File: src/hw/rtl/nfa_ram.sv
module nfa_ram #(
  parameter int Width = 8,
  parameter int Depth = 16,
  localparam int AddrW = (Depth > 1) ? $clog2(Depth) : 1
) (
  input  logic             clk_i,
  input  logic             we_i,
  input  logic [AddrW-1:0] waddr_i,
  input  logic [Width-1:0] wdata_i,
  input  logic             re_i,
  input  logic [AddrW-1:0] raddr_i,
  output logic [Width-1:0] rdata_o
);

  logic [Width-1:0] mem_q [Depth];
  logic [Width-1:0] rdata_q;

  always_ff @(posedge clk_i) begin
    if (we_i) begin
      mem_q[waddr_i] <= wdata_i;
    end
    if (re_i) begin
      rdata_q <= mem_q[raddr_i];
    end
  end

  assign rdata_o = rdata_q;

endmodule
File: config.mk
export PLATFORM = sky130hd
export DESIGN_NAME = nfa_ram
export DESIGN_NICKNAME = d
export VERILOG_FILES = /design/src/hw/rtl/nfa_ram.sv
export SDC_FILE = /design/constraint.sdc
export NUM_CORES = 1
export LEC_CHECK = 0
export ABC_AREA = 1
export BUFFER_PORTS_ARGS = -buffer_cell sky130_fd_sc_hd__buf_2
export CORE_ASPECT_RATIO = 0.75
export CORE_MARGIN = 2
export CORE_UTILIZATION = 55
export DETAILED_ROUTE_END_ITERATION = 10
export PLACE_DENSITY = 0.85
export SKIP_LAST_GASP = 1
export SLEW_MARGIN = 20
export SYNTH_ARGS = -nofsm -noshare
export SYNTH_HDL_FRONTEND = slang
export SYNTH_SLANG_ARGS = --single-unit
File: constraint.sdc
create_clock -name clk_i -period 1.2 [get_ports clk_i]
set_clock_uncertainty 0.1 [all_clocks]
set_input_delay 0.12 -clock clk_i [delete_from_list [all_inputs] [get_ports clk_i]]
set_output_delay 0.12 -clock clk_i [all_outputs]
set_load 0.05 [all_outputs]
# == After elaboration in Yosys (flattened, before gate mapping) ==
# Memory sizes are Yosys's and may differ from the RTL's. A register that Yosys moved wholly into a read port is not among the register bits.
# Cells that the tools add are included.
# totals
reg_bits,0
latchBits,0
ram_bits,128
mem_bits_ro,0
in_bits,19
mem_count,1
# memory_table
name,depth,word_bits,read_ports,rd_clocked_by_memory_dff,wr,line_no,rtl
mem_q,16,8,1,1,1,15,logic [Width-1:0] mem_q [Depth];
# op_classes
addsub,0
n_mul,0
n_div,0
magnitude_cmp,0
n_eq_ne,0
shift,0
mux,2
bitwise_logic,0
reduce_logical,0
# ops
cell,count
2-to-1 mux 1 bit,2

# == Longest topological paths before layout ==
# logic_depth
ltp_word,2
mapped_depth,8
depth_no_buf,7

# == Worst setup path after synthesis ==
# No wires, ideal clock.
# synth_timing
path_type,input to register
start,input port waddr_i[3]
end,"memory mem_q[4][0], enable pin"
arrival_ps,701
slack_ps,29
stages,2
path_buffers,0
path_cell_list,nand3b_1 > nor2_1
# synth_lines
element,line_no,rtl
start: declaration,8,"input logic [AddrW-1:0] waddr_i,"
end: declaration,15,
# No word-level cell before the write port.

# == Final worst setup path ==
# layout_timing
start,register rdata_q[5] (netlist: rdata_o[5]) (read register of mem_q)
end,output port rdata_o[5]
# layout_lines
element,line_no,rtl
start: declaration,16,logic [Width-1:0] rdata_q;
end: declaration,12,output logic [Width-1:0] rdata_o
# No word-level cell between the ends.

==> impl_metrics.ini <==
[grt]
grt_max_degree = 23
grt_pass1_vias = 4000
grt-ovfl-total = 0
grt_pass1_wl_mm = 21.6
antenna_found_initial = 0
track_usage_pct = 26.4

[route]
ant_nets = 0
dr.pass1.iters = 6
wire_per_inst_um = 19.1
drt-initial-drc-count = 620
wl_mm = 14.5
vias_per_cell = 5.61
vias = 4261
drc = 0

[critical_path]
worstPathRequired_ps = 980
worst_path_max_delay_cell = edfxtp_1
criticalPathCategory = flip-flop to output pin
path_cells = buf_6
end_kind = output pin
worst_path_largest_cell_delay_ps = 460
worstPathArrival_ps = 1080
cp_max_fo = 1
cp-start-kind = flip-flop
crit_family = flip-flops
worst-path-buf-inv = 1

[placed_design]
dpl_cell_area_um2 = 6290
globalplace.congestion = 0.936
dp_hpwl_mm = 8.83
placement.io_buffers = 26
place_inst = 727

[clock_network]
htree_levels = 4
cts_buffer_depth = 2
cts-buffers-inserted = 17
clock-root-buffer = clkbuf_16
cts_tree = built
clock_sinks = 136
path_clk_slew_ps = 60
clk_latency_ps = 430

[timing]
report.final.slew_viol_count = 0
timing.fmax_ghz = 0.767
layout_setup_ws_ps = -104
fin_crit_sh_pct = 109
tightest_slew_ps = 444
final.min_clock_period_ps = 1300
rsz0062_at_grt = yes
setup_tns_ps = -353
relSlewSlack_pct = 70.4
final_hold_viol_count = 0
setup_viol = 7
holdWs_ps = 9.68

[final_layout]
final_cell_mix = 161 x nand2_1, 136 x edfxtp_1, 94 x inv_1
final_cells = 760
drive_gt1_share_pct = 25.5
nNetsFinal = 631
final_cell_area_um2 = 7220
final_common_cell = nand2_1
diodes = 0
fillers = 698
utilization_pct = 69.9
syn_to_final_growth_pct = 23.5

[floorplan]
initial_core_util_pct = 56.6
core-area_um2 = 10300
fp-row-count = 32
die_area_um2 = 11500
die_h_um = 93.3
ios = 27
die_w_um = 123

[pwr]
power_per_cell_area_nw_per_um2 = 1580
clock_power_share_pct = 44.7
p_leak_uw = 0.00314
p_int_uw = 8860
seqPwrFrac_pct = 47.4
ir_worst_vdd_mv = 1.55
p_switching_uw = 2520
p_comb_share_pct = 7.9
swShare_pct = 22.2

[synthesis]
synth_seq_area_share_pct = 69.8
synth_top_family_by_area = simple AND/OR/NAND/NOR gates
netlist_area_um2 = 5850
synth-simple-area-share_pct = 20.8
syn_area_per_cell_um2 = 10.6
yosysUniqueCellTypes = 11
ys_seq_elements = 136
yosys-mux-area-fraction_pct = 0
syn_nets = 570
ys_warn_count = 0
synthCells = 551
synth_compound_area_share_pct = 0
synthXorXnorAreaFrac_pct = 0
synth-adder-area-share_pct = 0

[flow_run]
drv_cap = 0

[run_status]
status = complete, but fails checks
violations = setup timing

[min_path]
hold_path_class = input port to flip-flop
==> cell usage after synthesis (all sizes together) <==
cell | count | area (um^2)
nand3 | 97 | 485
nand2 | 173 | 649
edfxtp | 136 | 4080
nand3b | 2 | 15.0
nor2 | 17 | 63.8
inv | 102 | 383
buf | 24 | 166
==> power by group through the flow <==
stage	Sequential [uW]	Clock (uW)	Combinational [uW]
2_1_floorplan	5560	0	375
3_3_place_gp	5480	0	721
3_5_place_dp	5490	0	747
4_1_cts	5400	5110	797
5_1_grt	5400	5320	964
6_report	5400	5090	898
==> layer usage <==
metal | wire, um | up-vias | GRT usage [%] | part of all wire (%)
li1 | - | 1904 | - | -
met1 | 5670 | 2024 | 35.8 | 39
met2 | 6810 | 289 | 39.9 | 47
met3 | 1720 | 44 | 9.63 | 12
met4 | 351 | 0 | 8.24 | 2.4
met5 | 0 | - | 0 | 0
==> sequential cells by signal (all words and copies together), names as in the netlist <==
signal / flops
mem_q: 128
rdata_o: 8
==> per-stage QoR <==
step           power, uW  worst slack [ps]
3_3_place_gp        6200              -202
2_1_floorplan       5930              29.2
4_1_cts            11300             -81.5
3_5_place_dp        6230              -253
5_1_grt            11700              -116
6_report           11400              -104
==> path summary, 6_finish.rpt <==
path                                   start     endpoint  slack [ps]  depth (start not counted)
worst min-delay path              wdata_i[7]  mem_q[2][7]          10                          1
worst max-delay path              rdata_o[5]   rdata_o[5]        -100                          1
worst min register to register   mem_q[3][0]   rdata_o[0]         650                          6
worst max register to register  mem_q[10][2]   rdata_o[2]         -20                          6
==> area by class of cell <==
cell class / instances / area (um^2) / share of cell area, %
Clock buffer: 20 / 437 / 6.05
Clock inverter: 11 / 131 / 1.82
Inverter: 102 / 383 / 5.30
Multi-Input combinational cell: 289 / 1500 / 20.8
Sequential cell: 136 / 4080 / 56.6
Tap cell: 136 / 170 / 2.36
Timing Repair Buffer: 66 / 510 / 7.07
==> logic make-up after synthesis <==
family | after synthesis
buffers and inverters | 126
DFF | 136
and+or+nand+nor | 289
==> repair_timing <==
| item | CTS | global route |
|---|---|---|
| hold buffers | 2 | 0 |
| setup endpoints to repair | 14 | 16 |
| endpoints found under the hold margin | 24 | 0 |
| setup buffers | 0 | 0 |
| pin swaps | 7 | 47 |
| resized for setup | 23 | 62 |
(Power assumes the default switching activity.)
